[config.mk]
export PLATFORM = sky130hd
export DESIGN_NAME = nes_ram
export DESIGN_NICKNAME = d
export VERILOG_FILES = /design/src/nes_ram.sv
export SDC_FILE = /design/constraint.sdc
export NUM_CORES = 2
export LEC_CHECK = 0
export BUFFER_PORTS_ARGS = -buffer_cell sky130_fd_sc_hd__buf_2
export CORE_AREA = 2 2 343 345
export CTS_CLUSTER_SIZE = 12
export DETAILED_ROUTE_END_ITERATION = 6
export DIE_AREA = 0 0 345 347
export GPL_TIMING_DRIVEN = 0
export PLACE_DENSITY = 0.84
export SLEW_MARGIN = 20
export SYNTH_ARGS = -nofsm -noshare
export SYNTH_HDL_FRONTEND = slang
export SYNTH_SLANG_ARGS = --single-unit
[constraint.sdc]
create_clock -name clk -period 8.8 [get_ports clk]
set_input_delay 0.88 -clock clk [delete_from_list [all_inputs] [get_ports clk]]
set_output_delay 0.88 -clock clk [all_outputs]
set_load 0.01 [all_outputs]
[src/nes_ram.sv]
`default_nettype none
module nes_ram #(
  parameter int WIDTH = 16,
  parameter int DEPTH = 128
) (
  input  wire logic                                   clk,
  input  wire logic                                   we,
  input  wire logic [(DEPTH > 1 ? $clog2(DEPTH) : 1)-1:0] waddr,
  input  wire logic [WIDTH-1:0]                       wdata,
  input  wire logic [(DEPTH > 1 ? $clog2(DEPTH) : 1)-1:0] raddr,
  output logic [WIDTH-1:0]                            rdata
);

  logic [WIDTH-1:0] mem [DEPTH];

  always_ff @(posedge clk) begin
    if (we) begin
      mem[waddr] <= wdata;
    end
    rdata <= mem[raddr];
  end

endmodule
`default_nettype wire

== Word level (Yosys, flattened, before mapping) ==
Memory sizes are Yosys's and may differ from the RTL's. A register that Yosys moved wholly into a read port is not among the register bits.
Cells that the tools add are included.
Operators by class
  multiplexer cells: 2
Operators with widths (count)
  $mux W1: 2
Word-level totals
  input bits: 32
  bits in registers: 0
  memories kept: 1
  bits in writable memories: 2048
Memories
  mem: words 128, width 16, rd ports 1, clocked after Yosys merged registers in 1, write ports 1, line 14  | logic [WIDTH-1:0] mem [DEPTH];

== Depth between registers and ports, before layout ==
  word-level depth: 2
  gate-level depth with buffers: 7
  gate-level depth less buffers: 4

== Worst setup path before layout ==
No wires, ideal clock.
  path kind: input to register
  start point: input raddr[0] (netlist name)
  end point: register rdata[0] (read register of mem)
  required time: 8.679 ns
  setup time: 0.121 ns
  stages on the path: 6
  data arrival time: 3.254 ns
  path slack: 5.425 ns
  path buffers: 2
  cells stage by stage: buf_2 -> buf_1 -> mux4_2 -> mux4_2 -> mux4_2 -> mux2_2
RTL lines
  start: declaration: line 10  | input wire logic [(DEPTH > 1 ? $clog2(DEPTH) : 1)-1:0] raddr,
  end: declaration: line 11  | output logic [WIDTH-1:0] rdata

==> run metrics <==
combinational cell fraction of total power 6.0%; total CTS buffers 198; switching power 4.50 mW; Slew headroom 17.7%; clk root buf clkbuf_16; failing checks DRC; Internal Power 15.5 mW; initial drt markers 8000; DIE WIDTH 345 um; Crit Path Max Fanout 11; Design Power 20.0 mW; Critical Path Start raddr[2]; Clk pwr share 39.6%; outcome finished, violations left; area leader, netlist edfxtp_1; CP Capture Type register; crit path kind in -> reg; post-CTS resize count 0; Syn Area/Cell 25.4 sq um; port buffer count 37; routability cong. 0.955; final setup margin 4.30 ns; H-Tree Level Count 4; top post-synthesis cells by area edfxtp_1 (78%), mux4_2 (19%), nor2_1 (0.58%); share of layout cells above drive strength 1 35.3%; Via density 8.01; DR WL/cell 47.2 um; Fillers 5197; Switching Share 22.5%; Seq pwr share 54.4%; I/O pin count 48; Reg2Reg Capture Point rdata[14]$_DFF_P_; final worst-path cycle share 51.1%; number of synthesized register bits 2064; max-cap check violation count 0; register area share after synthesis 78.7%; Synth async-reset ratio 0%; pre-CTS setup slack 3.73 ns; clk slew on worst S/H paths 0.06 ns; time the worst path needs with I/O delays and setup 4.50 ns; startpoint types input port; clk_skew 0.0326 ns; Clock Sinks 2064; Post-CTS Hold Buffers 0; FF-to-FF Start mem[93][14]$_DFFE_PP_; RSZ-0062 raised after global routing false; ys flop type edfxtp_1; list of most frequent post-synthesis cells edfxtp_1 (2048), mux4_2 (672), nor2_1 (122), clkbuf_1 (82), buf_2 (52); TritonCTS clock tree built; Remaining DRCs 15; Die Y 347 um; CP arrival 5.21 ns; grt ovf 0; routed vias 40400; Rows 125; Synth top area share 78.3%; first-pass GRT wire length 330000 um; antenna-violating nets left 0; Mapped Nets 3118; Initial Util 67.8%; Post-synth EDFFs 2048; WP data required 9.51 ns; fmax 222 MHz; hold_ws 0.443 ns; final hold vios 0; Area Overhead vs Synth 12.1%; # setup viols final 0; Max VDD drop 0.000223 V; PwrDens 227 mW/mm^2; Worst Tran Pin Value 1.23 ns; R2R Setup Slk 5.92 ns; Util after Layout 76.0%; CP Capture Point rdata[1]$_DFF_P_; HPWL after DPL 136000 um; Pleak 26.9 nW; initial antenna violation count 37; Tot GR Track Use 41.0%; Core ar. 0.116 sq mm; Hold Crit Class in -> reg; CTS Buffer Depth 3; count leader, synth edfxtp_1; Synthesis Warnings 0; FF-to-FF path depth 4; Nets 3437; count of cell types in the netlist 17; vias in the first global route 40300; total negative slack 0 ns; insertion delay to the later sink of the worst-skew pair 0.86 ns; fin. max-slew vios 0; Netlist Area Pre-Place 0.0785 sq mm; total wire length 238000 um; Mapped Cells 3086; Post-CTS Setup Inserts 0; Die Area 0.120 sq mm; largest net degree at the start of global routing 94; Detailed Routing Iterations Pass 1 7
## layer usage
metal / vias up / routed length (um) / global-route usage [%]
met5: - / 611 / 1.68
met4: 52 / 19600 / 26.0
met3: 1119 / 35600 / 15.2
met2: 4581 / 111000 / 62.1
met1: 20600 / 71000 / 50.8
li1: 14100 / - / -
## layout by cell type, fill, tap and decap left out
| master | n |
|---|---|
| edfxtp_1 | 2048 |
| mux4_2 | 672 |
| clkbuf_16 | 199 |
| clkbuf_1 | 120 |
| nor2_2 | 117 |
| buf_2 | 76 |
| buf_6 | 37 |
| buf_8 | 31 |
| buf_1 | 25 |
| diode_2 | 23 |
| clkbuf_2 | 21 |
| buf_4 | 16 |
| mux2_2 | 16 |
| clkinv_1 | 16 |
| buf_16 | 16 |
| dfxtp_1 | 16 |
| nand2_1 | 14 |
| nand3_1 | 12 |
| nor3_2 | 9 |
| nor2b_1 | 7 |
| inv_6 | 6 |
| clkinv_2 | 6 |
| clkinv_8 | 4 |
| nor2_1 | 3 |
| nand4_1 | 3 |
| bufinv_16 | 3 |
| nand2b_1 | 2 |
| nor2_4 | 2 |
| clkinv_16 | 2 |
| inv_16 | 2 |
| or3_1 | 1 |
| clkinvlp_4 | 1 |
## through the flow
| step | cells | instance area [sq um] |
|---|---|---|
| floorplan | 3086 | 78500 |
| global placement | 4647 | 80600 |
| detailed placement | 4729 | 82300 |
| CTS | 5027 | 87900 |
| global route | 5031 | 88000 |
| finish | 5050 | 88000 |
## power groups by stage
stage | combinational, mW | sequential (mW) | clock, mW
4_1_cts | 1.13 | 10.9 | 7.88
3_3_place_gp | 0.984 | 11.1 | 0
6_report | 1.19 | 10.9 | 7.92
3_5_place_dp | 1.08 | 11.1 | 0
5_1_grt | 1.18 | 10.9 | 8.20
2_1_floorplan | 0.531 | 11.1 | 0
## how the worst min path moves through the flow
stage / start / endpoint / slack [ns] / depth (start not counted)
2_1_floorplan: wdata[0] / mem[0][0]$_DFFE_PP_ / 0.98 / 0
3_3_place_gp: mem[32][1]$_DFFE_PP_ / rdata[1]$_DFF_P_ / 1.13 / 4
3_5_place_dp: mem[32][11]$_DFFE_PP_ / rdata[11]$_DFF_P_ / 1.14 / 4
4_1_cts: wdata[5] / mem[31][5]$_DFFE_PP_ / 0.42 / 1
5_1_grt: wdata[5] / mem[26][5]$_DFFE_PP_ / 0.44 / 1
6_report: wdata[5] / mem[78][5]$_DFFE_PP_ / 0.44 / 1
## cells by family (layout without fill, tap and decap cells)
| family | after synthesis | after routing | synth area share [%] |
|---|---|---|---|
| other cells | 0 | 23 | 0 |
| buf+inv | 164 | 581 | 0.881 |
| mux | 688 | 688 | 19.5 |
| simple gates | 170 | 170 | 0.888 |
| flops | 2064 | 2064 | 78.7 |
## layout make-up
class	count	area [sq um]	share of cell area, %
well taps	1524	1910	2.17
diodes	23	57.6	0.0654
repair buffers	119	1530	1.74
flip-flops and latches	2064	61800	70.2
multi-input cells	858	16400	18.6
clock buffers	258	5200	5.91
clock inverters	40	405	0.461
plain buffers	164	722	0.820
## state kept, by name, indices dropped and copies added, names as in the netlist
name   cells
mem     2048
rdata     16
## worst max-delay path, cell delays in order
cell and delay, ns:
clkbuf_2 0.46, clkbuf_1 0.88, clkbuf_1 0.96, mux4_2 0.46, mux4_2 0.59, mux4_2 0.59, mux2_2 0.32
Power figures use the tool's default switching activity.
