File: src/nes_pkg.sv
`default_nettype none
package nes_pkg;

  localparam int ELEM_W = 16;
  localparam int DIST_W = 20;
  localparam int SUM_W  = 2 * DIST_W + 1;
  localparam logic [SUM_W-1:0] SUM_CAP = {1'b1, {(SUM_W-1){1'b0}}};

  localparam logic [1:0] OP_ADD   = 2'd0;
  localparam logic [1:0] OP_QUERY = 2'd1;
  localparam logic [1:0] OP_CLEAR = 2'd2;

  localparam logic [2:0] ST_ADDED   = 3'd0;
  localparam logic [2:0] ST_FULL    = 3'd1;
  localparam logic [2:0] ST_MATCH   = 3'd2;
  localparam logic [2:0] ST_EMPTY   = 3'd3;
  localparam logic [2:0] ST_LENERR  = 3'd4;
  localparam logic [2:0] ST_CLEARED = 3'd5;

  typedef struct packed {
    logic [1:0]               op;
    logic signed [ELEM_W-1:0] vector_element;
    logic                     last;
  } in_item_t;

  typedef struct packed {
    logic [2:0]        status;
    logic [5:0]        match_index;
    logic [DIST_W-1:0] distance;
    logic [6:0]        stored_count;
  } out_item_t;

  // One unit of work handed from the front to the back.
  typedef struct packed {
    logic       search;
    logic [2:0] status;
    logic [6:0] count;
  } job_t;

  typedef struct packed {
    logic busy;
    logic search_done;
  } back_status_t;

endpackage
`default_nettype wire

File: src/nes_fifo.sv
`default_nettype none
module nes_fifo #(
  parameter int DEPTH = 4
) (
  input  wire logic   clk,
  input  wire logic   rst_n,
  input  wire logic   push,
  input  wire nes_pkg::job_t din,
  output logic        full,
  input  wire logic   pop,
  output nes_pkg::job_t dout,
  output logic        empty
);
  import nes_pkg::*;

  localparam int PW = DEPTH > 1 ? $clog2(DEPTH) : 1;
  localparam int CW = $clog2(DEPTH + 1);

  job_t          mem_r [DEPTH];
  logic [PW-1:0] wp_r, rp_r;
  logic [CW-1:0] cnt_r;

  assign full  = (cnt_r == CW'(DEPTH));
  assign empty = (cnt_r == '0);
  assign dout  = mem_r[rp_r];

  always_ff @(posedge clk) begin
    if (push && !full) begin
      mem_r[wp_r] <= din;
    end
  end

  always_ff @(posedge clk) begin
    if (!rst_n) begin
      wp_r  <= '0;
      rp_r  <= '0;
      cnt_r <= '0;
    end else begin
      if (push && !full) begin
        wp_r <= (wp_r == PW'(DEPTH - 1)) ? '0 : PW'(wp_r + 1'b1);
      end
      if (pop && !empty) begin
        rp_r <= (rp_r == PW'(DEPTH - 1)) ? '0 : PW'(rp_r + 1'b1);
      end
      if ((push && !full) && !(pop && !empty)) begin
        cnt_r <= CW'(cnt_r + 1'b1);
      end else if (!(push && !full) && (pop && !empty)) begin
        cnt_r <= CW'(cnt_r - 1'b1);
      end
    end
  end

endmodule
`default_nettype wire

File: config.mk
export PLATFORM = sky130hd
export DESIGN_NAME = nes_fifo
export DESIGN_NICKNAME = d
export VERILOG_FILES = /design/src/nes_pkg.sv /design/src/nes_fifo.sv
export SDC_FILE = /design/constraint.sdc
export NUM_CORES = 1
export LEC_CHECK = 0
export ABC_AREA = 1
export BUFFER_PORTS_ARGS = -buffer_cell sky130_fd_sc_hd__buf_2
export CAP_MARGIN = 40
export CORE_ASPECT_RATIO = 0.9
export CORE_MARGIN = 2
export CORE_UTILIZATION = 30
export CTS_CLUSTER_SIZE = 40
export DETAILED_ROUTE_END_ITERATION = 7
export PLACE_DENSITY = 0.58
export SLEW_MARGIN = 20
export SYNTH_ARGS = -nofsm -noshare
export SYNTH_HDL_FRONTEND = slang
export SYNTH_SLANG_ARGS = --single-unit
export TNS_END_PERCENT = 20
File: constraint.sdc
create_clock -name clk -period 2.1 [get_ports clk]
set_input_delay 0.42 -clock clk [delete_from_list [all_inputs] [get_ports clk]]
set_output_delay 0.42 -clock clk [all_outputs]
set_load 0.01 [all_outputs]
# Word level (Yosys, flattened, before mapping)
# Memories as Yosys holds them, arrays and structs flattened. A register that Yosys moved wholly into a read port is not among the register bits.
# Cells that the tools add are included.
totals:
  ram_bits: 44
  mem_count: 1
  reg_bits: 7
  output_inout_bits: 13
  in_bits: 15
  word_cells: 29
classes:
  muxes: 8
  n_reduce_logical: 10
  eq_ne: 3
  addsub: 4
mem_list:
  columns: ["memory", "words", "word_bits", "read_ports", "rd_clocked_by_memory_dff", "write_ports", "line_no", "text"]
  rows:
  - ["mem_r", 4, 11, 1, 1, 1, "nes_fifo.sv:19", "job_t mem_r [DEPTH];"]
op_table:
  columns: ["operator", "count"]
  rows:
  - ["$mux 2", 4]
  - ["$mux 3", 2]
  - ["$add 2x1->2 const B", 2]
  - ["$eq 2x2->1 const B", 2]
  - ["$logic_and 1x1->1", 4]
  - ["$logic_not 1->1", 4]
  - ["$add 3x1->3 const B", 1]
  - ["$eq 3x3->1 const B", 1]
  - ["$logic_not 3->1", 1]
  - ["$sub 3x1->3 const B", 1]
  - ["$mux 1", 2]
  - ["$reduce_bool 2->1", 1]

# Logic depth before layout (Yosys ltp)
# Gate-level depths: netlist of the first run.
logic_depth:
  depth_word: 7
  depth_mapped: 13
  depth_no_buf: 13

# Least setup slack after synthesis of the first run
# OpenSTA, ideal clock, no wires.
synth_path:
  kind: "reg2reg"
  from: "register cnt_r[1]"
  to: "register cnt_r[1]"
  setup_time_ns: 0.116
  t_required_ns: 1.984
  n_path_buf: 0
  stages_incl_launch_ff: 10
  slack_ns: 0.440
  synth_period_minus_slack_ns: 1.660
  arrival_time_ns: 1.544
  cell_sequence: "dfxtp_1 > nor2_2 > nand2_2 > nand2_2 > inv_1 > ha_1 > inv_1 > fa_1 > o21ai_0 > nor2_1"
synth_between:
  elab_chain_cells: 6
synth_rtl:
  columns: ["element", "line_no", "text"]
  rows:
  - ["from (decl)", "nes_fifo.sv:21", "logic [CW-1:0] cnt_r;"]
  - ["from (signal assigned)", "nes_fifo.sv:46", "cnt_r <= CW'(cnt_r + 1'b1);"]
  - ["from (signal assigned)", "nes_fifo.sv:48", "cnt_r <= CW'(cnt_r - 1'b1);"]
  - ["parallel branches: the longest is 6 deep, another holds $sub 3x1->3", null, null]
# Parallel ways; which one is timed is not known. The select of a mux whose other input is x is not followed.
# A chain may end at the register's enable or synchronous reset.

==> flow_metrics.env, run 1 <==
export IMPL_run_status="finished, final reports clean"
export IMPL_fin_ws_ns=0.2017
export IMPL_worst_skew_pair_late_latency_ns=0.31
export IMPL_synth_simple_gate_area_share_pct=10.75
export IMPL_timing_critical_path_slowest_stage_cell="dfxtp_1"
export IMPL_ys_async_sr_fraction_pct=0
export IMPL_yosys_area_top_type="edfxtp_1"
export IMPL_combinational_family_with_the_most_area_after_synthesis="simple AND/OR/NAND/NOR gates"
export IMPL_path_cells="clkinvlp_4 -> buf_4 -> o21ai_1 -> o22ai_1 -> buf_2"
export IMPL_cts_root_buf="clkbuf_8"
export IMPL_numClockSinks=53
export IMPL_core_region_area_sq_um=7003
export IMPL_chipWidth_microns=93.31
export IMPL_place_detailed_hpwl_mm=2.515
export IMPL_die_area_sq_um=7873
export IMPL_synth_sequential_area_ratio_pct=69.73
export IMPL_critical_path_arrival_ns=1.48
export IMPL_cts_buffer_depth=2
export IMPL_max_cap_violations=0
export IMPL_detailed_route_vias_per_instance=4.313
export IMPL_placement_cell_area_sq_um=2399
export IMPL_wire_per_inst_microns=12.45
export IMPL_finalSetupTns_ns=0
export IMPL_worst_slew_pin_transition_ns=0.3035
export IMPL_place_inst=299
export IMPL_cp_max_fo=6
export IMPL_cts_clk_slew_worst_paths_ns=0.10
export IMPL_report_final_slew_viol_count=0
export IMPL_grt_setup_unrepaired="false"
export IMPL_synth_cell_area_sq_um=2153
export IMPL_power_density_nw_per_um2=1239
export IMPL_numPortBuffers=27
export IMPL_detail_route_drc_violations=0
export IMPL_synthDistinctLibCells=21
export IMPL_timing_critical_path_from_type="flop"
export IMPL_pin_count_of_the_biggest_net_entering_global_routing=23
export IMPL_setup_viol=0
export IMPL_routed_via_count=1337
export IMPL_wirelength_mm=3.861
export IMPL_i_o_pin_total=28
export IMPL_synth_top_cell_area_share_pct=61.36
export IMPL_fillCellCount=682
export IMPL_hold_slack_ns=0.3186
export IMPL_synth_enable_flop_cells=44
export IMPL_synth_top_cells_by_area="edfxtp_1, dfxtp_1, nor2_1"
export IMPL_tritoncts_num_buffers=5
export IMPL_grt_remaining_overflow=0
export IMPL_synth_compound_area_share_pct=9.413
export IMPL_finalPower_mw=3.180
export IMPL_min_path_type="in -> reg"
export IMPL_initial_util_pct=30.75
export IMPL_areaGrowthSynthToFinish_pct=19.17
export IMPL_grt_pass1_wl_mm=6.285
export IMPL_post_route_cells_drive_above_1_share_pct=23.96
export IMPL_first_iter_violations=61
export IMPL_synthesis_instances=179
export IMPL_ff_latch_area_sq_um=1503
export IMPL_crit_path_category="reg -> out"
export IMPL_crit_family="flip-flops"
export IMPL_synth_adder_area_share_pct=4.416
export IMPL_crit_path_end_kind="output pin"
export IMPL_max_clock_freq_mhz=526.8
export IMPL_synthMostInstantiatedCell="edfxtp_1"
export IMPL_first_global_vias=1265
export IMPL_final_setup_skew_ns=0.01006
export IMPL_final_hold_viol_count=0
export IMPL_cts_htree_levels=2
export IMPL_leakage_nw=1.001
export IMPL_grt_total_usage_pct=10.86
export IMPL_post_synth_cell_area_avg_sq_um=12.03
export IMPL_final_cells=310
export IMPL_vdd_ir_drop_worst_mv=0.3387
export IMPL_timing_critical_path_required_ns=1.68
export IMPL_finalCritPeriodShare_pct=90.40
export IMPL_tritoncts_clock_tree="built"
export IMPL_nets_in_the_synthesized_netlist=201
export IMPL_synth_main_ff_cell="edfxtp_1"
export IMPL_worstPathBufferInverterCount=3
export IMPL_place_gp_congestion=0.7279
export IMPL_slew_headroom_pct=79.74
export IMPL_ys_seq_elements=53
export IMPL_route_antenna_remaining_nets=0
export IMPL_critical_path_max_stage_delay_ns=0.50
export IMPL_finish_utilization_pct=36.64
export IMPL_final_nets=238
export IMPL_synthTopCellsByCount="edfxtp_1, nor2_1, inv_1"
export IMPL_detail_route_first_pass_iterations=4
export IMPL_layout_cell_area_excl_fill_sq_um=2566
export IMPL_finalCriticalPeriod_ns=1.898
export IMPL_yosys_area_share_xor_xnor_pct=0
export IMPL_synth_area_mux_share_pct=0
export IMPL_total_area_of_multi_input_combinational_cells_sq_um=529.3
export IMPL_pre_cts_slack_ns=0.3330
export IMPL_number_of_antenna_violations_at_the_first_check_in_global_routing=0
export IMPL_die_h_microns=84.38
export IMPL_floorplan_row_count=29
export IMPL_num_antenna_cells=0
export IMPL_total_of_warnings_raised_by_yosys=0
[worst register-to-register path, stage by stage (launching register included)]
cell	delay, ns
dfxtp_1	0.35
nor2_2	0.15
nand2_2	0.09
nand2_2	0.13
inv_1	0.06
ha_1	0.20
inv_1	0.08
fa_1	0.40
o21ai_0	0.16
nor2_1	0.05
[cell type report]
cell class              instances  share of cell area, %
flip-flops and latches         53                  58.56
multi-input cells             101                  20.62
repair buffers                 36                  7.899
well taps                      93                  4.534
inverters                      19                  3.023
clock buffers                   5                  2.682
clock inverters                 3                  2.682
[where the power goes]
| part | total, mW | switching [mW] | internal [mW] |
|---|---|---|---|
| Combinational | 0.971 | 0.588 | 0.383 |
| Clock | 0.808 | 0.329 | 0.479 |
| Sequential | 1.40 | 0.101 | 1.30 |
[cell families (layout without fill, tap and decap cells)]
logic type                 after synthesis  count (layout)
buffers and inverters                   25              63
AOI/OAI and AO/OA                       37              37
and+or+nand+nor                         57              57
DFF                                     53              53
adders and majority gates                7               7
[flip-flops by register name, summed over array words and instances (netlist names), named ones only]
register	count
cnt_r	3
mem_r	44
wp_r	2
rp_r	2
[placed cells by master (no fill, tap or decap), drive strengths merged]
| master | n |
|---|---|
| fa | 1 |
| o22ai | 11 |
| nand2 | 15 |
| clkinvlp | 1 |
| nand3 | 1 |
| ha | 6 |
| nand3b | 1 |
| inv | 19 |
| o21ai | 24 |
| dfxtp | 9 |
| bufinv | 2 |
| edfxtp | 44 |
| clkbuf | 5 |
| a21oi | 2 |
| nor2 | 39 |
| nand4 | 1 |
| buf | 36 |
[layer usage]
metal,GRT usage (%),part of all wire (%)
met5,0,0
met4,6.417,2.2
met3,2.693,4.3
met2,16.48,45
met1,14.08,48
[worst paths after layout]
path             from           to  slack [ns]  depth (start not counted)
min            din[7]  mem_r[0][7]        0.32                          1
max reg2reg  cnt_r[1]     cnt_r[1]        0.33                          9
min reg2reg  cnt_r[0]     cnt_r[0]        0.53                          2
max              flop      dout[9]        0.20                          5
[timing repair]
| action | in CTS | in global routing |
|---|---|---|
| setup buffers | 0 | 3 |
| gates resized for setup | 0 | 4 |
| hold buffers | 0 | 0 |
| endpoints found under the setup margin | 0 | 6 |
No activity file was read; power rests on OpenSTA's default activity.
==> run 2: changes to the inputs <==
CORE_UTILIZATION = 35   (was 30)
PLACE_DENSITY = 0.64   (was 0.58)
==> flow_metrics.env, run 2 (synthesis gave the netlist of run 1 again) <==
export IMPL_run_status="finished, final reports clean"
export IMPL_die_area_sq_um=6797
export IMPL_timing_critical_path_from_type="flop"
export IMPL_num_antenna_cells=0
export IMPL_finalPower_mw=2.922
export IMPL_initial_util_pct=35.61
export IMPL_largest_register="mem_r"
export IMPL_slew_headroom_pct=74.28
export IMPL_r2r_start="cnt_r[1]"
export IMPL_min_delay_startpoint="din[4]"
export IMPL_finalSetupTns_ns=0
export IMPL_fin_ws_ns=0.1902
export IMPL_place_gp_congestion=0.8086
export IMPL_worstRegToRegCells=9
export IMPL_crit_path_category="reg -> out"
export IMPL_tritoncts_clock_tree="built"
export IMPL_first_iter_violations=60
export IMPL_cp_num_cells=4
export IMPL_numClockSinks=53
export IMPL_final_cells=286
export IMPL_tritoncts_num_buffers=5
export IMPL_min_path_type="in -> reg"
export IMPL_grt_remaining_overflow=0
export IMPL_detailed_route_vias_per_instance=4.675
export IMPL_chipWidth_microns=86.68
export IMPL_path_cells="inv_2 -> nor2_1 -> o22ai_1 -> buf_2"
export IMPL_p_sw_mw=1.021
export IMPL_leakage_nw=0.9628
export IMPL_crit_path_end_kind="output pin"
export IMPL_cts_root_buf="clkbuf_8"
export IMPL_cts_clk_slew_worst_paths_ns=0.10
export IMPL_core_region_area_sq_um=6047
export IMPL_final_cell_mix="edfxtp_1, nor2_1, buf_2, inv_1, o21ai_1"
export IMPL_final_setup_skew_ns=0.006690
export IMPL_areaGrowthSynthToFinish_pct=14.64
export IMPL_cp_max_fo=22
export IMPL_report_final_slew_viol_count=0
export IMPL_first_global_vias=1277
export IMPL_pin_count_of_the_biggest_net_entering_global_routing=23
export IMPL_finalCriticalPeriod_ns=1.910
export IMPL_numPortBuffers=27
export IMPL_post_route_cells_drive_above_1_share_pct=22.43
export IMPL_number_of_antenna_violations_at_the_first_check_in_global_routing=0
export IMPL_pre_cts_slack_ns=0.3342
export IMPL_finish_utilization_pct=40.82
export IMPL_netSwitchingFraction_pct=34.94
export IMPL_whs_path_depth=1
export IMPL_die_h_microns=78.41
export IMPL_max_cap_violations=0
export IMPL_vdd_ir_drop_worst_mv=0.3197
export IMPL_crit_family="buffers and inverters"
export IMPL_grt_pass1_wl_mm=5.851
export IMPL_seqPwrFrac_pct=47.4
export IMPL_finalCritPeriodShare_pct=90.94
export IMPL_worst_skew_pair_late_latency_ns=0.31
export IMPL_final_nets=235
export IMPL_critical_path_max_stage_delay_ns=0.39
export IMPL_grt_total_usage_pct=11.52
export IMPL_max_clock_freq_mhz=523.6
export IMPL_place_inst=278
export IMPL_route_antenna_remaining_nets=0
export IMPL_intPower_mw=1.901
export IMPL_most_common_cell_after_layout_fill_and_taps_aside="edfxtp_1"
export IMPL_timing_critical_path_slowest_stage_cell="dfxtp_2"
export IMPL_combinationalPowerShare_pct=32.6
export IMPL_grt_setup_unrepaired="false"
export IMPL_wire_per_inst_microns=12.87
export IMPL_place_detailed_hpwl_mm=2.406
export IMPL_post_cts_repair_setup_buffers=0
export IMPL_detail_route_drc_violations=0
export IMPL_worstPathBufferInverterCount=2
export IMPL_largest_reg_flops=44
export IMPL_cts_htree_levels=2
export IMPL_reg_top3="mem_r x44, cnt_r x3"
export IMPL_power_density_nw_per_um2=1184
export IMPL_setup_viol=0
export IMPL_worst_slew_pin_transition_ns=0.3853
export IMPL_i_o_pin_total=28
export IMPL_floorplan_row_count=27
export IMPL_timing_critical_path_required_ns=1.68
export IMPL_clock_power_share_pct=20.0
export IMPL_wirelength_mm=3.681
export IMPL_critical_path_arrival_ns=1.49
export IMPL_final_hold_viol_count=0
export IMPL_routed_via_count=1337
export IMPL_detail_route_first_pass_iterations=4
export IMPL_cts_buffer_depth=2
run 2: cell types whose count changed in the layout (fill, tap and decap cells not counted), sizes merged:
cell	before	now
buf	36	33
bufinv	2	0
clkinvlp	1	2
inv	19	20
run 2: final timing paths:
path / slack (ns) / endpoint
worst min register to register: 0.52 / cnt_r[0]
worst min-delay path: 0.32 / mem_r[3][4]
worst max register to register: 0.32 / cnt_r[1]
worst max-delay path: 0.19 / dout[3]
run 2: area by class of cell:
cell class                      instances  area, sq um
Clock buffer                            5        68.82
Clock inverter                          3        26.28
Fill cell                             568         3578
Inverter                               19        71.32
Multi-Input combinational cell        101        529.3
Sequential cell                        53         1503
Tap cell                               72        90.09
Timing Repair Buffer                   33        180.2
run 2: metal layers:
metal  up-vias  track usage [%]  share of wire (%)
li1        682                -                  -
met3         5            3.470                3.5
met5         -                0                  0
met4         0            5.625                1.9
met2        22            19.54                 49
met1       628            13.15                 46
run 2: power by group through the flow:
stage / Clock, mW / Combinational (mW) / Sequential, mW
after floorplan: 0 / 0.685 / 1.39
after global placement: 0 / 0.942 / 1.41
after detailed placement: 0 / 0.958 / 1.41
after CTS: 0.600 / 0.960 / 1.39
after global routing: 0.636 / 1.08 / 1.41
final: 0.585 / 0.951 / 1.39
run 2: timing repair:
action	4_1_cts	5_1_grt
endpoints found under the setup margin	0	2
resized for setup	0	1
hold buffers	0	0
run 2: worst register-to-register path, stage by stage (launching register included):
cell and delay, ns:
dfxtp_1 0.35, nor2_2 0.14, nand2_2 0.09, nand2_2 0.12, inv_1 0.06, ha_1 0.21, inv_1 0.08, fa_1 0.40
o21ai_0 0.16, nor2_1 0.05
run 2: stage by stage:
step | hold WS (ns) | instance area, sq um
floorplan | 0.4905 | 2153
global placement | 0.5045 | 2372
detailed placement | 0.5158 | 2372
CTS | 0.3071 | 2467
global route | 0.3013 | 2469
finish | 0.3174 | 2469
==> run 3: changes to the inputs <==
CORE_UTILIZATION = 45   (was 35)
GPL_TIMING_DRIVEN = 0   (was not set)
PLACE_DENSITY = 0.76   (was 0.64)
RECOVER_POWER = 50   (was not set)
==> flow_metrics.env, run 3 (synthesis gave the netlist of run 1 again) <==
export IMPL_slew_headroom_pct=57.65
export IMPL_critical_path_arrival_ns=2.03
export IMPL_tritoncts_clock_tree="built"
export IMPL_final_cell_mix="edfxtp_1, nor2_1, inv_1, buf_2, o21ai_1"
export IMPL_combinationalPowerShare_pct=34.2
export IMPL_detail_route_drc_violations=0
export IMPL_post_cts_repair_setup_buffers=0
export IMPL_numPortBuffers=27
export IMPL_die_h_microns=69.63
export IMPL_timing_critical_path_from_type="flop"
export IMPL_critical_path_startpoint="cnt_r[1]"
export IMPL_max_cap_violations=0
export IMPL_report_final_slew_viol_count=0
export IMPL_largest_reg_flops=44
export IMPL_timing_critical_path_required_ns=2.30
export IMPL_ff_latch_area_sq_um=1501
export IMPL_routed_via_count=1370
export IMPL_crit_path_end_kind="flop"
export IMPL_critical_path_reg2reg_endpoint="cnt_r[1]"
export IMPL_netSwitchingFraction_pct=35.02
export IMPL_num_antenna_cells=0
export IMPL_tritoncts_num_buffers=5
export IMPL_detailed_route_vias_per_instance=4.893
export IMPL_leakage_nw=0.9543
export IMPL_run_status="finished, final reports clean"
export IMPL_finalCriticalPeriod_ns=1.828
export IMPL_finalSetupTns_ns=0
export IMPL_largest_register="mem_r"
export IMPL_grt_remaining_overflow=0
export IMPL_core_region_area_sq_um=4518
export IMPL_reg2reg_slack_ns=0.27
export IMPL_first_global_vias=1384
export IMPL_max_clock_freq_mhz=547.1
export IMPL_worst_skew_pair_late_latency_ns=0.31
export IMPL_detail_route_first_pass_iterations=4
export IMPL_route_antenna_remaining_nets=0
export IMPL_pin_count_of_the_biggest_net_entering_global_routing=18
export IMPL_vdd_ir_drop_worst_mv=0.5951
export IMPL_finish_utilization_pct=54.61
export IMPL_setup_viol=0
export IMPL_first_iter_violations=68
export IMPL_hold_buffers=0
export IMPL_cts_buffer_depth=2
export IMPL_areaGrowthSynthToFinish_pct=14.58
export IMPL_cts_resized=0
export IMPL_cts_root_buf="clkbuf_8"
export IMPL_final_nets=239
export IMPL_met2_wirelength_mm=1.949
export IMPL_cts_htree_levels=2
export IMPL_power_density_nw_per_um2=1200
export IMPL_finalCritPeriodShare_pct=87.04
export IMPL_reg_top3="mem_r x44, cnt_r x3"
export IMPL_grt_total_usage_pct=15.79
export IMPL_wirelength_mm=3.874
export IMPL_final_setup_skew_ns=0.01260
export IMPL_critical_path_endpoint="cnt_r[1]"
export IMPL_total_area_of_multi_input_combinational_cells_sq_um=524.3
export IMPL_cts_clk_slew_worst_paths_ns=0.09
export IMPL_r2r_start="cnt_r[1]"
export IMPL_route_top_layer_used="met4"
export IMPL_worst_slew_pin_transition_ns=0.6330
export IMPL_final_hold_viol_count=0
export IMPL_post_route_cells_drive_above_1_share_pct=17.43
export IMPL_place_gp_congestion=0.7561
export IMPL_wirelength_met1_mm=1.674
export IMPL_floorplan_row_count=23
export IMPL_grt_pass1_wl_mm=6.361
export IMPL_most_common_cell_after_layout_fill_and_taps_aside="edfxtp_1"
export IMPL_grt_setup_unrepaired="false"
export IMPL_worstRegToRegCells=9
export IMPL_p_sw_mw=1.037
export IMPL_wire_per_inst_microns=13.84
export IMPL_i_o_pin_total=28
export IMPL_clock_power_share_pct=19.3
export IMPL_initial_util_pct=47.66
export IMPL_intPower_mw=1.924
export IMPL_fillCellCount=387
export IMPL_die_area_sq_um=5355
export IMPL_number_of_antenna_violations_at_the_first_check_in_global_routing=0
export IMPL_cp_max_fo=7
export IMPL_place_detailed_hpwl_mm=2.599
export IMPL_crit_path_category="reg -> reg"
export IMPL_numClockSinks=53
export IMPL_seqPwrFrac_pct=46.5
export IMPL_min_path_type="in -> reg"
export IMPL_chipWidth_microns=76.92
export IMPL_dr_wl_met3_microns=167
run 3: changes by cell type in the layout (fill, tap and decap cells not counted), moves of 2 or more:
cell,before,now
nand2_2,3,1
buf_2,27,18
buf_6,0,3
nand2_1,12,14
clkbuf_1,0,11
run 3: routing by layer:
layer  vias up  GRT usage [%]
li1        692              -
met1       640          18.53
met2        29          26.71
met3         9          4.688
met4         0          7.273
met5         -              0
run 3: power groups by stage:
stage                     clock network (mW)  registers, mW  logic, mW
after detailed placement                   0           1.40       1.02
after global placement                     0           1.40      0.973
after global routing                   0.625           1.40       1.15
after floorplan                            0           1.39      0.685
final                                  0.572           1.38       1.01
after CTS                              0.581           1.38       1.03
run 3: through the flow:
stage	hold WS, ns	setup slack, ns	area (sq um)	power [mW]	cells
2_1_floorplan	0.4905	0.4403	2153	2.071	179
3_3_place_gp	0.5105	0.2456	2366	2.376	268
3_5_place_dp	0.5239	0.3230	2396	2.427	272
4_1_cts	0.3111	0.2650	2486	2.995	280
5_1_grt	0.3635	0.05292	2467	3.174	280
6_report	0.3656	0.2722	2467	2.961	280
run 3: final cells by class:
class | count | share of cell area, %
Buffer | 6 | 2.079
Tap cell | 62 | 3.144
Timing Repair Buffer | 31 | 6.136
Sequential cell | 53 | 60.85
Inverter | 19 | 2.890
Multi-Input combinational cell | 101 | 21.25
Clock buffer | 5 | 2.789
Clock inverter | 3 | 0.8621
run 3: how the worst min path moves through the flow:
stage,slack [ns],depth (start not counted),to,from
floorplan,0.49,2,cnt_r[0],cnt_r[0]
global placement,0.51,2,cnt_r[0],cnt_r[0]
detailed placement,0.52,2,cnt_r[0],cnt_r[0]
CTS,0.31,1,mem_r[3][9],din[9]
global route,0.36,1,mem_r[3][9],din[9]
finish,0.37,1,mem_r[1][10],din[10]
run 3: worst max-delay path, stage by stage, from the launching register on:
cell	delay, ns
dfxtp_1	0.35
nor2_2	0.13
nand2_1	0.12
nand2_2	0.15
inv_1	0.06
ha_1	0.20
inv_1	0.09
fa_1	0.41
o21ai_0	0.17
nor2_1	0.05
