--- src/nes_pkg.sv ---
`default_nettype none
package nes_pkg;

  localparam int ELEM_W = 16;
  localparam int DIST_W = 20;
  localparam int SUM_W  = 2 * DIST_W + 1;
  localparam logic [SUM_W-1:0] SUM_CAP = {1'b1, {(SUM_W-1){1'b0}}};

  localparam logic [1:0] OP_ADD   = 2'd0;
  localparam logic [1:0] OP_QUERY = 2'd1;
  localparam logic [1:0] OP_CLEAR = 2'd2;

  localparam logic [2:0] ST_ADDED   = 3'd0;
  localparam logic [2:0] ST_FULL    = 3'd1;
  localparam logic [2:0] ST_MATCH   = 3'd2;
  localparam logic [2:0] ST_EMPTY   = 3'd3;
  localparam logic [2:0] ST_LENERR  = 3'd4;
  localparam logic [2:0] ST_CLEARED = 3'd5;

  typedef struct packed {
    logic [1:0]               op;
    logic signed [ELEM_W-1:0] vector_element;
    logic                     last;
  } in_item_t;

  typedef struct packed {
    logic [2:0]        status;
    logic [5:0]        match_index;
    logic [DIST_W-1:0] distance;
    logic [6:0]        stored_count;
  } out_item_t;

  // One unit of work handed from the front to the back.
  typedef struct packed {
    logic       search;
    logic [2:0] status;
    logic [6:0] count;
  } job_t;

  typedef struct packed {
    logic busy;
    logic search_done;
  } back_status_t;

endpackage
`default_nettype wire

--- src/nes_front.sv ---
`default_nettype none
module nes_front #(
  parameter int MAX_ENTRIES = 64,
  parameter int EMBED_DIM   = 128
) (
  input  wire logic                 clk,
  input  wire logic                 rst_n,
  input  wire logic                 in_push,
  input  wire nes_pkg::in_item_t    in_item,
  output logic                      in_full,
  output logic                      job_push,
  output nes_pkg::job_t             job,
  input  wire logic                 job_full,
  input  wire nes_pkg::back_status_t bstat,
  output logic                      entry_we,
  output logic [(MAX_ENTRIES * EMBED_DIM > 1 ? $clog2(MAX_ENTRIES * EMBED_DIM) : 1)-1:0]
                                    entry_waddr,
  output logic [nes_pkg::ELEM_W-1:0] entry_wdata,
  output logic                      query_we,
  output logic [(EMBED_DIM > 1 ? $clog2(EMBED_DIM) : 1)-1:0] query_waddr,
  output logic [nes_pkg::ELEM_W-1:0] query_wdata,
  output logic [$clog2(MAX_ENTRIES + 1)-1:0] count
);
  import nes_pkg::*;

  localparam int COL_W = EMBED_DIM > 1 ? $clog2(EMBED_DIM) : 1;
  localparam int CNT_W = $clog2(MAX_ENTRIES + 1);
  localparam int AW    = MAX_ENTRIES * EMBED_DIM > 1 ? $clog2(MAX_ENTRIES * EMBED_DIM) : 1;

  logic [COL_W-1:0] pos_r, pos_nxt;
  logic             kind_r, kind_nxt;  // 1 while a query vector is in progress
  logic [CNT_W-1:0] count_r, count_nxt;
  logic [AW-1:0]    wbase_r, wbase_nxt;
  logic             wait_r, wait_nxt;
  logic             accept, is_query, pos_last, store_full;

  assign in_full     = job_full || wait_r;
  assign accept      = in_push && !in_full;
  assign is_query    = (in_item.op == OP_QUERY);
  assign pos_last    = (pos_r == COL_W'(EMBED_DIM - 1));
  assign store_full  = (count_r >= CNT_W'(MAX_ENTRIES));
  assign entry_waddr = wbase_r + AW'(pos_r);
  assign entry_wdata = in_item.vector_element;
  assign query_waddr = pos_r;
  assign query_wdata = in_item.vector_element;
  assign count       = count_r;

  always_comb begin
    pos_nxt   = pos_r;
    kind_nxt  = kind_r;
    count_nxt = count_r;
    wbase_nxt = wbase_r;
    wait_nxt  = wait_r;
    job_push  = 1'b0;
    job       = '0;
    entry_we  = 1'b0;
    query_we  = 1'b0;
    if (bstat.search_done) begin
      wait_nxt = 1'b0;
    end
    if (accept) begin
      case (in_item.op)
        OP_CLEAR: begin
          pos_nxt    = '0;
          count_nxt  = '0;
          wbase_nxt  = '0;
          job_push   = 1'b1;
          job.status = ST_CLEARED;
        end
        OP_ADD, OP_QUERY: begin
          if (((pos_r != '0) && (is_query != kind_r)) || (in_item.last != pos_last)) begin
            pos_nxt    = '0;
            job_push   = 1'b1;
            job.status = ST_LENERR;
            job.count  = 7'(count_r);
          end else begin
            kind_nxt = is_query;
            entry_we = !is_query && !store_full;
            query_we = is_query;
            if (!in_item.last) begin
              pos_nxt = COL_W'(pos_r + 1'b1);
            end else begin
              pos_nxt  = '0;
              job_push = 1'b1;
              if (!is_query) begin
                if (store_full) begin
                  job.status = ST_FULL;
                  job.count  = 7'(count_r);
                end else begin
                  count_nxt  = CNT_W'(count_r + 1'b1);
                  wbase_nxt  = wbase_r + AW'(EMBED_DIM);
                  job.status = ST_ADDED;
                  job.count  = 7'(count_r + 1'b1);
                end
              end else if (count_r == '0) begin
                job.status = ST_EMPTY;
                job.count  = 7'(count_r);
              end else begin
                job.search = 1'b1;
                job.status = ST_MATCH;
                job.count  = 7'(count_r);
                wait_nxt   = 1'b1;
              end
            end
          end
        end
        default: begin
        end
      endcase
    end
  end

  always_ff @(posedge clk) begin
    if (!rst_n) begin
      pos_r   <= '0;
      kind_r  <= 1'b0;
      count_r <= '0;
      wbase_r <= '0;
      wait_r  <= 1'b0;
    end else begin
      pos_r   <= pos_nxt;
      kind_r  <= kind_nxt;
      count_r <= count_nxt;
      wbase_r <= wbase_nxt;
      wait_r  <= wait_nxt;
    end
  end

endmodule
`default_nettype wire

--- config.mk ---
export PLATFORM = sky130hd
export DESIGN_NAME = nes_front
export DESIGN_NICKNAME = d
export VERILOG_FILES = /design/src/nes_pkg.sv /design/src/nes_front.sv
export SDC_FILE = /design/constraint.sdc
export NUM_CORES = 1
export LEC_CHECK = 0
export BUFFER_PORTS_ARGS = -buffer_cell sky130_fd_sc_hd__buf_2
export CAP_MARGIN = 20
export CORE_ASPECT_RATIO = 0.8
export CORE_MARGIN = 4
export CORE_UTILIZATION = 40
export CTS_CLUSTER_DIAMETER = 50
export CTS_CLUSTER_SIZE = 10
export DETAILED_ROUTE_END_ITERATION = 10
export GPL_ROUTABILITY_DRIVEN = 0
export GPL_TIMING_DRIVEN = 0
export PLACE_DENSITY = 0.79
export SLEW_MARGIN = 20
export SYNTH_ARGS = -nofsm -noshare
export SYNTH_HDL_FRONTEND = slang
export SYNTH_SLANG_ARGS = --single-unit
export TNS_END_PERCENT = 1
--- constraint.sdc ---
create_clock -name clk -period 4.8 [get_ports clk]
set_clock_uncertainty 0.1 [all_clocks]
set_input_delay 0.96 -clock clk [delete_from_list [all_inputs] [get_ports clk]]
set_output_delay 0.96 -clock clk [all_outputs]
set_load 0.02 [all_outputs]
Yosys cells after proc, flatten, opt, wreduce, memory -nomap -nowiden
Cells that the tools add are included.
- register bits after elaboration: 29
- latch bits: 0
- bits in writable memories: 0
- ROM bits: 0
- input bits: 25
- output and inout port bits: 74
- word-level logic and storage cells: 78
- memories kept: 0
- add/subtract/negate cells: 4
- multiply operators: 0
- div/mod/pow operators: 0
- order comparisons: 1
- equal/unequal tests: 9
- shift operators: 0
- multiplexer cells: 42
- bitwise gates (word level): 1
- reduce and logical (&&, ||, !) cells: 16
- operators by type and width (kind ; count):
    $mux W13 ; 4
    $mux W7 ; 7
    $pmux W7 S2 ; 2
    $pmux W13 S2 ; 1
    $mux W11 ; 2
    $mux W1 ; 20
    $mux W8 ; 2
    $add A7 B1 Y7 const B ; 2
    $add A13 B7 Y13 ; 1
    $add A13 B8 Y13 const B ; 1
    $mux W10 ; 1
    $mux W9 ; 1
    $ne A2 B2 Y1 const B ; 4
    $eq A7 B7 Y1 const B ; 1
    $ge A7 B7 Y1 const B ; 1
    $logic_not A7 Y1 ; 1
    $reduce_bool A7 Y1 ; 1
    $pmux W3 S2 ; 1
    $reduce_and A6 Y1 ; 1
    $logic_and A1 B1 Y1 ; 3
    $logic_not A1 Y1 ; 3
    $reduce_and A3 Y1 ; 1
    $eq A2 B1 Y1 const B ; 1
    $eq A2 B2 Y1 const B ; 1
    8 further kinds ; 10

Longest topological paths before layout
Gate-level depths: netlist of run 1.
- word-level depth: 7
- gate-level depth with buffers: 9
- mapped depth without buffers: 8

Worst setup path after synthesis of run 1
Ideal clock, no wire load.
- kind: input to output
- from: input in_item[18] (netlist bit)
- to: output job[6] (netlist bit)
- data arrival time: 2.550 ns
- data required time: 3.740 ns
- setup slack: 1.190 ns
- stages: 6
- buffers on the path: 0
- path through: nand2b_1 -> xnor2_1 -> a211oi_4 -> nand4_1 -> o21ba_2 -> nor3_1
- RTL lines (element ; RTL line ; source):
    start: declaration ; nes_front.sv:9 ; input wire nes_pkg::in_item_t in_item,
    end: declaration ; nes_front.sv:12 ; output nes_pkg::job_t job,

==> key figures, run 1 <==
Route
  • Via count: between 1500 and 2000
  • Remaining antenna violation count: 0
  • Pre-antenna DRT Iters: 4
  • Aggregate routed wire length: between 4 and 5 mm
  • Drt initial violations: 123
  • Via density: around 5.1
  • Post-route DRC violation count: 0
  • Drt wl/cell: 13.1 um

Critical path
  • Reg-to-reg startpoint: query_waddr[2]
  • Worst Path Arrival: 2.88 ns
  • Worst reg2reg setup slack: 2.14 ns
  • Capturing point of the worst reg2reg path: wbase_r[10]
  • CP top delay family: compound AO/OA/AOI/OAI gates
  • CP Max Fanout: 9
  • Crit path largest cell delay: 0.49 ns
  • Critical path buffers and inverters: 2
  • Slowest-stage cell, CP: a211oi_4
  • Setup CP Type: in2out
  • Crit end category: primary output
  • Cell chain of the critical path: buf_2, nand2b_1, xnor2_1, a211oi_4, nand4_1, o21ba_2, nor3_1, buf_2
  • Startpoint Class: primary input
  • Req. time, crit path: 3.74 ns
  • Crit. Startpoint: in_item[18]
  • Most numerous cell on the critical path: buf_2
  • Reg2reg path depth: 6

Clocking
  • Post-CTS sizing: 0
  • Clock latency on the worst-skew pair: between 0.2 and 0.3 ns
  • Clk pin slew, worst setup/hold paths: 0.08 ns
  • Clock buffer depth: 2
  • Post-CTS setup buffer count: 0
  • CTS Buf Count: 3
  • Hold buffers post-CTS: 0
  • Clk sinks: 22
  • CTS H-tree lvls: 1
  • CTS tree: done
  • Root buf cell: clkbuf_8

Synthesis
  • Commonest cells in the netlist: buf_4, dfxtp_1, o21ai_0
  • Asr flop ratio synth: 0
  • Area contributors post-synth: dfxtp_1, buf_4, o21ai_0
  • Yosys top cell area share: 0.248
  • Ys Warns: 0
  • Synth Register Bits: 22
  • Cells after Synth: 237
  • Synthesized cell area: between 0.0015 and 0.002 mm2
  • Syn_nets: 267
  • Post-synthesis sequential area ratio: 0.248
  • Avg Synthesized Cell Area: about 7.5 um2
  • Cell taking the most area after synthesis: dfxtp_1
  • Ys flop type: dfxtp_1
  • Yosys cell types: 50
  • Most frequent cell after synthesis: buf_4
  • Post-synth EDFFs: 0

Cells and area
  • Syn-to-layout area delta: 30.8%
  • Ant. Diodes: 0
  • Share of layout cells above drive strength 1: 0.413
  • Nets: 353
  • Final Core Density: 0.550

Global route
  • GRT Util Overall: 0.179
  • Initial antenna violation count: 0
  • Pin count of the biggest net entering global routing: 14
  • GR Overflow Total: 0
  • Number of global-route vias before repair: 1713
  • First-pass GRT wire length: between 7 and 8 mm

Timing
  • Final Hold Viols: 0
  • Slew @ Worst Pin: 0.831 ns
  • Unrepaired setup endpoints after global routing: no
  • Final Cycle Share: 0.820
  • Endpoints failing setup: 0
  • Max transition margin: 0.446
  • Min Tclk post-route: 3.94 ns
  • Setup TNS: 0 ns
  • Final Slew Violations: 0
  • Fmax: about 250 MHz
  • Worst-case hold slack: ~0.42 ns

Power and ir drop
  • Flop pwr share: 0.400
  • Internal: 339 uW
  • VDD IR-drop max: 0.146 mV
  • Pwr dens: 199 mW/mm2
  • Leak: ~1.1 nW
  • Sw Pwr: 125 uW
  • Combinational group share of total power: 0.218
  • Sw Share: 0.270
  • Clock Power Share: 0.382

Placed design
  • Final HPWL from detailed placement: 3.92 mm
  • PortBufs: 81

Floorplanning
  • Initial Util: 0.421
  • Core Area: 0.00423 mm2
  • Die X: ~83 um
  • FP Rows: 21
  • Die Ht: between 60 and 70 um
  • Die area: 0.00559 mm2
  • IO Pins: 99

Outcome
  • Status: finished, final reports clean

Flow run
  • Max Cap Violations: 0

Worst hold path
  • Hold-critical path depth: 1
  • Worst hold start: wbase_r[11]
  • Worst Hold Path EP: wbase_r[11]
  • Hold crit path type: reg2reg
==> cell type report <==
cell class	instances	area (um2)
Buffer	51	335
Clock buffer	3	41.3
Clock inverter	1	30.0
Fill cell	417	1900
Inverter	10	37.5
Multi-Input combinational cell	154	966
Sequential cell	22	440
Tap cell	57	71.3
Timing Repair Buffer	81	405
==> metrics by stage <==
| step | power, mW | std cells | setup WS, ns | area [um2] |
|---|---|---|---|---|
| 3_5_place_dp | 0.291 | 375 | 0.900 | 2260 |
| 5_1_grt | 0.482 | 379 | 0.773 | 2330 |
| 4_1_cts | 0.469 | 379 | 0.895 | 2330 |
| 2_1_floorplan | 0.262 | 237 | 1.19 | 1780 |
| 3_3_place_gp | 0.290 | 375 | 0.921 | 2260 |
| 6_report | 0.464 | 379 | 0.864 | 2330 |
==> sequential cells by signal, summed over array words and instances, names as in the netlist <==
| signal | flops |
|---|---|
| kind_r | 1 |
| query_waddr | 7 |
| wbase_r | 6 |
| wait_r | 1 |
| count | 7 |
==> placed cells by master, fill, tap and decap left out, drive strengths merged, types with 3 or more instances in the layout <==
| cell | count |
|---|---|
| xor2 | 5 |
| nand2 | 18 |
| ha | 5 |
| nor2b | 4 |
| nand3 | 11 |
| inv | 10 |
| o21ai | 21 |
| o31ai | 9 |
| clkbuf | 18 |
| nor3 | 5 |
| a21oi | 9 |
| nand2b | 3 |
| nand4 | 7 |
| xnor2 | 3 |
| buf | 116 |
| dfxtp | 22 |
| and3 | 5 |
| nor2 | 17 |
==> worst max path at each step <==
stage                     cells after the start  endpoint  slack [ns]
after detailed placement                      8    job[6]        0.90
after global placement                        8    job[6]        0.92
after CTS                                     8    job[6]        0.89
after global routing                          8    job[6]        0.77
after floorplan                               6    job[6]        1.19
final                                         8    job[6]        0.86
==> power groups by stage <==
stage	logic, mW	registers (mW)	clock network (mW)
after floorplan	0.0717	0.191	0
after global placement	0.0998	0.190	0
after detailed placement	0.101	0.190	0
after CTS	0.101	0.186	0.182
after global routing	0.109	0.186	0.187
final	0.101	0.186	0.177
==> routing by layer <==
| layer | up-vias | global-route usage | wire, um |
|---|---|---|---|
| met5 | - | 0 | 0 |
| met4 | 0 | 0.0673 | 102 |
| met3 | 12 | 0.0267 | 398 |
| met2 | 100 | 0.298 | 2290 |
| met1 | 849 | 0.234 | 2170 |
| li1 | 960 | - | - |
==> cells by family (layout without fill, tap and decap cells) <==
kind of cell | Yosys count | after routing | share of synthesized area
AOI/OAI and AO/OA | 53 | 53 | 0.195
xor gates and xnor gates | 8 | 8 | 0.0394
adders and majority gates | 5 | 5 | 0.0352
buffers and inverters | 61 | 146 | 0.210
DFF | 22 | 22 | 0.248
muxes | 1 | 1 | 0.00563
and+or+nand+nor | 87 | 87 | 0.267
Note: power is estimated with default switching activity, not from simulation.
==> inputs of run 2 (changes only) <==
PLACE_DENSITY = 0.82   (was 0.79)
clock period = 3.2 ns   (was 4.8 ns; I/O delays follow)
==> run 2 against run 1 <==
Critical path depth down 1. Setup slack worse by 0.81 ns. Clock-buffer cell count unchanged. Total power up 31%. Die area unchanged. Cell area up 0.22%. Hold slack better by 0.0057 ns. Register-to-register slack worse by 1.5 ns. Wire length down 2.1%. First-iteration DRC count down 14%. Cell count up 0.26%. Global-route usage down 0.96 points. Largest power group unchanged.
==> key figures, run 2 (synthesis gave the netlist of run 1 again) <==
Clocking
  • CTS Buf Count: 3 (unchanged)
  • Clock latency on the worst-skew pair: 0.26 ns (about the same)
  • Hold buffers post-CTS: 0 (unchanged)
  • Root buf cell: clkbuf_8
  • Clock buffer depth: 2 (unchanged)
  • CTS tree: done
  • Clk sinks: 22 (unchanged)
  • CTS H-tree lvls: 1 (unchanged)
  • Clk pin slew, worst setup/hold paths: 0.08 ns (about the same)

Timing
  • Unrepaired setup endpoints after global routing: yes
  • Final Cycle Share: 0.982
  • Final Slew Violations: 0 (unchanged)
  • Endpoints failing setup: 0 (unchanged)
  • Fmax: 318 MHz
  • Slew @ Worst Pin: 0.864 ns (+0.0327 ns)
  • Min Tclk post-route: 3.14 ns
  • Max transition margin: 0.424 (-0.0218)
  • Final Hold Viols: 0 (unchanged)

Power and ir drop
  • Flop pwr share: 0.459 (+0.059)
  • Clock Power Share: 0.287 (-0.095)
  • Combinational group share of total power: 0.254 (+0.036)
  • VDD IR-drop max: 0.185 mV (+27%)
  • Sw Pwr: 179 uW (+43%)
  • Sw Share: 0.296 (+0.0264)
  • Leak: 1.12 nW (-0.65%)
  • Pwr dens: 260 mW/mm2 (+30%)
  • Internal: 427 uW (+26%)

Cells and area
  • Nets: 355 (+0.57%)
  • Final Core Density: 0.551 (+0.00118)
  • Final instance area: 0.00233 mm2 (+0.22%)
  • Commonest cells after routing, fill and taps aside: buf_2, buf_4, o21ai_0, dfxtp_1
  • Ant. Diodes: 0 (unchanged)
  • Share of layout cells above drive strength 1: 0.437 (+0.0235)
  • Syn-to-layout area delta: 31.1%
  • Commonest non-fill, non-tap cell in the layout: buf_2

Floorplanning
  • FP Rows: 21 (unchanged)
  • Die Ht: 67.7 um (unchanged)
  • IO Pins: 99 (unchanged)
  • Core Area: 0.00423 mm2 (unchanged)
  • Die area: 0.00559 mm2 (unchanged)
  • Die X: 82.6 um (unchanged)
  • Initial Util: 0.421 (unchanged)

Global route
  • GR Overflow Total: 0 (unchanged)
  • GRT Util Overall: 0.170 (-0.00956)
  • First-pass GRT wire length: 7.42 mm (-4.6%)
  • Pin count of the biggest net entering global routing: 12 (-2)
  • Initial antenna violation count: 0 (unchanged)
  • Number of global-route vias before repair: 1674 (-2.3%)

Critical path
  • Cell chain of the critical path: or4_4, or2_4, a211oi_4, buf_4, nand4_1, a21oi_2, buf_2
  • CP Max Fanout: 8 (-1)
  • Req. time, crit path: 2.46 ns (-1.28 ns)
  • CP top delay family: simple AND/OR/NAND/NOR gates
  • Critical path buffers and inverters: 2 (unchanged)
  • Slowest-stage cell, CP: or4_4
  • Startpoint Class: flop
  • Crit path largest cell delay: 0.54 ns (+0.05 ns)
  • Worst Path Arrival: 2.40 ns (-0.48 ns)
  • Setup CP Type: reg2out
  • Crit end category: primary output

Outcome
  • Status: finished, final reports clean

Route
  • Drt initial violations: 106 (-14%)
  • Drt wl/cell: 12.8 um (-2.3%)
  • Remaining antenna violation count: 0 (unchanged)
  • Via density: 5.11 (+0.88%)
  • Pre-antenna DRT Iters: 4 (unchanged)
  • Via count: 1943 (+1.1%)
  • Post-route DRC violation count: 0 (unchanged)
  • Aggregate routed wire length: 4.87 mm (-2.1%)

Flow run
  • Max Cap Violations: 0 (unchanged)

Placed design
  • Final HPWL from detailed placement: 3.78 mm (-3.5%)
  • Cell Area, Placed: 0.00226 mm2 (unchanged)
  • PortBufs: 81 (unchanged)

Worst hold path
  • Hold crit path type: reg2reg
[run 2: power by group through the flow]
| stage | logic, mW | clock network, mW | registers [mW] |
|---|---|---|---|
| 3_5_place_dp | 0.151 | 0 | 0.285 |
| 2_1_floorplan | 0.107 | 0 | 0.286 |
| 3_3_place_gp | 0.149 | 0 | 0.285 |
| 5_1_grt | 0.166 | 0.187 | 0.279 |
| 6_report | 0.154 | 0.174 | 0.278 |
| 4_1_cts | 0.153 | 0.179 | 0.278 |
[run 2: path summary, 6_finish.rpt]
check | cells past startpoint | slack (ns) | to | startpoint
hold reg to reg | 1 | 0.42 | wbase_r[11] | wbase_r[11]
setup / recovery | 7 | 0.06 | job[0] | query_waddr[5]
setup reg to reg | 7 | 0.66 | wbase_r[10] | query_waddr[5]
hold / removal | 1 | 0.42 | wbase_r[11] | wbase_r[11]
[run 2: per-layer routing]
layer	global-route usage	vias to the layer above	routed length [um]
met5	0	-	0
met4	0.0551	0	36
met3	0.0373	5	484
met2	0.293	88	2340
met1	0.209	884	2000
li1	-	966	-
[run 2: final cells by class]
cell class | count | area [um2]
plain buffers | 51 | 335
clock buffers | 3 | 41.3
fillers | 411 | 1900
inverters | 10 | 37.5
multi-input cells | 154 | 982
flip-flops and latches | 22 | 444
well taps | 57 | 71.3
repair buffers | 83 | 420
[run 2: repair_timing]
action / 4_1_cts / 5_1_grt
endpoints found under the setup margin: 1 / 9
pin swaps: 1 / 1
setup buffers: 1 / 1
hold endpoints to repair: 0 / 0
resized for setup: 0 / 7
[run 2: per-stage QoR]
stage / cells / hold slack (ns) / setup TNS [ns] / total power, mW / worst slack (ns)
4_1_cts: 379 / 0.415 / 0 / 0.610 / 0.0208
3_3_place_gp: 375 / 0.396 / 0 / 0.433 / 0.00598
5_1_grt: 380 / 0.455 / -0.102 / 0.631 / -0.0676
6_report: 380 / 0.422 / 0 / 0.606 / 0.0586
3_5_place_dp: 375 / 0.397 / 0 / 0.435 / 0.0108
2_1_floorplan: 237 / 0.360 / 0 / 0.393 / 0.103
==> inputs of run 3 (changes only) <==
CTS_BUF_LIST = sky130_fd_sc_hd__clkbuf_16   (was not set)
==> run 3 against run 2 <==
Cell count up 0.53%. Sequential cell count is the same. Non-clock buffer count up 2. Highest routed layer unchanged.
==> key figures, run 3 (synthesis gave the netlist of run 1 again) <==
Critical path
  • Crit end category: primary output
  • Startpoint Class: flop
  • Reg2reg path depth: 7 (unchanged)
  • CP Max Fanout: 8 (unchanged)
  • Worst reg2reg setup slack: 0.65 ns (about the same)
  • Req. time, crit path: 2.46 ns (about the same)
  • Setup CP Type: reg2out
  • Worst Path Arrival: 2.37 ns (-0.03 ns)

Clocking
  • Hold buffers post-CTS: 0 (unchanged)
  • CTS Buf Count: 3 (unchanged)
  • CTS tree: done
  • Clk sinks: 22 (unchanged)
  • Root buf cell: clkbuf_16
  • Clk pin slew, worst setup/hold paths: 0.06 ns (-0.02 ns)
  • Clock latency on the worst-skew pair: 0.25 ns (about the same)
  • Clock buffer depth: 2 (unchanged)
  • CTS H-tree lvls: 1 (unchanged)

Global route
  • Pin count of the biggest net entering global routing: 12 (unchanged)
  • Number of global-route vias before repair: 1690 (+0.96%)
  • Initial antenna violation count: 0 (unchanged)
  • GRT Util Overall: 0.169 (-0.000278)
  • First-pass GRT wire length: 7.47 mm (+0.65%)
  • GR Overflow Total: 0 (unchanged)

Timing
  • Fmax: 321 MHz (+0.87%)
  • Slew @ Worst Pin: 0.854 ns (-0.0102 ns)
  • Final Cycle Share: 0.973 (-0.00844)
  • Final Slew Violations: 0 (unchanged)
  • Worst-case hold slack: 0.415 ns (-0.00669 ns)
  • Unrepaired setup endpoints after global routing: no
  • Min Tclk post-route: 3.11 ns (-0.0270 ns)
  • Final Hold Viols: 0 (unchanged)
  • Setup TNS: 0 ns (unchanged)
  • Max transition margin: 0.431 (+0.00679)
  • Endpoints failing setup: 0 (unchanged)

Cells and area
  • Syn-to-layout area delta: 34.1%
  • Commonest non-fill, non-tap cell in the layout: buf_2
  • Ant. Diodes: 0 (unchanged)
  • # fillers: 402 (-2.2%)
  • Commonest cells after routing, fill and taps aside: buf_2, buf_4, o21ai_0, dfxtp_1
  • Nets: 357 (+0.56%)
  • Share of layout cells above drive strength 1: 0.443 (+0.00654)

Floorplanning
  • Die area: 0.00559 mm2 (unchanged)
  • IO Pins: 99 (unchanged)
  • Die X: 82.6 um (unchanged)
  • Initial Util: 0.421 (unchanged)
  • FP Rows: 21 (unchanged)
  • Die Ht: 67.7 um (unchanged)
  • Core Area: 0.00423 mm2 (unchanged)

Placed design
  • PortBufs: 81 (unchanged)
  • Final HPWL from detailed placement: 3.78 mm (unchanged)

Route
  • M1 WL: 2.06 mm (+2.9%)
  • Via count: 1970 (+1.4%)
  • Post-route DRC violation count: 0 (unchanged)
  • Remaining antenna violation count: 0 (unchanged)
  • Max layer used: met4
  • Detail Route met2 WL: 2.39 mm (+2.0%)
  • Pre-antenna DRT Iters: 6 (+2)
  • DR WL met3: 454 um (-6.2%)
  • Drt wl/cell: 12.9 um (+0.62%)
  • Drt initial violations: 108 (+1.9%)
  • Aggregate routed wire length: 4.92 mm (+1.2%)
  • Via density: 5.16 (+0.86%)

Worst hold path
  • Hold crit path type: reg2reg
  • Hold-critical path depth: 1 (unchanged)

Flow run
  • Max Cap Violations: 0 (unchanged)

Power and ir drop
  • VDD IR-drop max: 0.301 mV (+62%)
  • Pwr dens: 291 mW/mm2 (+12%)
  • Leak: 1.14 nW (+2.2%)

Outcome
  • Status: finished, final reports clean
run 3: changes by cell type in the layout (fill, tap and decap cells not counted), sizes merged:
cell  previous run  this run
buf            118       120
run 3: layout make-up:
class / count / area, um2 / share of cell area
multi-input combinational: 154 / 987 / 0.414
sequential: 22 / 444 / 0.186
timing repair buffer: 85 / 435 / 0.182
buffer: 51 / 335 / 0.141
clock buffer: 3 / 75.1 / 0.0315
tap: 57 / 71.3 / 0.0299
inverter: 10 / 37.5 / 0.0157
run 3: layer usage:
layer / GRT usage / vias up
li1: - / 967
met1: 0.210 / 903
met2: 0.297 / 98
met3: 0.0373 / 2
met4: 0.0429 / 0
met5: 0 / -
run 3: critical path: stages, from the launching register on:
cell and delay, ns:
dfxtp_2 0.35, or4_4 0.55, or2_4 0.26, a211oi_4 0.27, buf_4 0.20, nand4_1 0.13, a21oi_2 0.18, buf_2 0.19
run 3: per-stage QoR:
step                power [mW]   util  setup slack (ns)  std cells  cell area, um2
global placement         0.433  0.533           0.00598        375            2260
global route             0.721  0.564           0.00115        382            2390
finish                   0.694  0.564            0.0856        382            2390
floorplan                0.393      -             0.103        237            1780
CTS                      0.695  0.553            0.0461        379            2340
detailed placement       0.435  0.533            0.0108        375            2260
run 3: final timing paths:
| kind | start | to |
|---|---|---|
| setup / recovery | query_waddr[5] | job[0] |
| hold / removal | wbase_r[11] | wbase_r[11] |
| setup reg to reg | query_waddr[5] | wbase_r[10] |
| hold reg to reg | wbase_r[11] | wbase_r[11] |
run 3: power by group:
part | switching (mW) | total (mW) | internal, mW
sequential | 0.00279 | 0.279 | 0.276
combinational | 0.0880 | 0.156 | 0.0683
clock | 0.0946 | 0.259 | 0.165
total | 0.185 | 0.694 | 0.509
run 3: what timing repair did:
item,CTS,global route
pin swaps,1,2
resized for setup,0,8
setup buffers,1,3
setup endpoints to repair,1,8
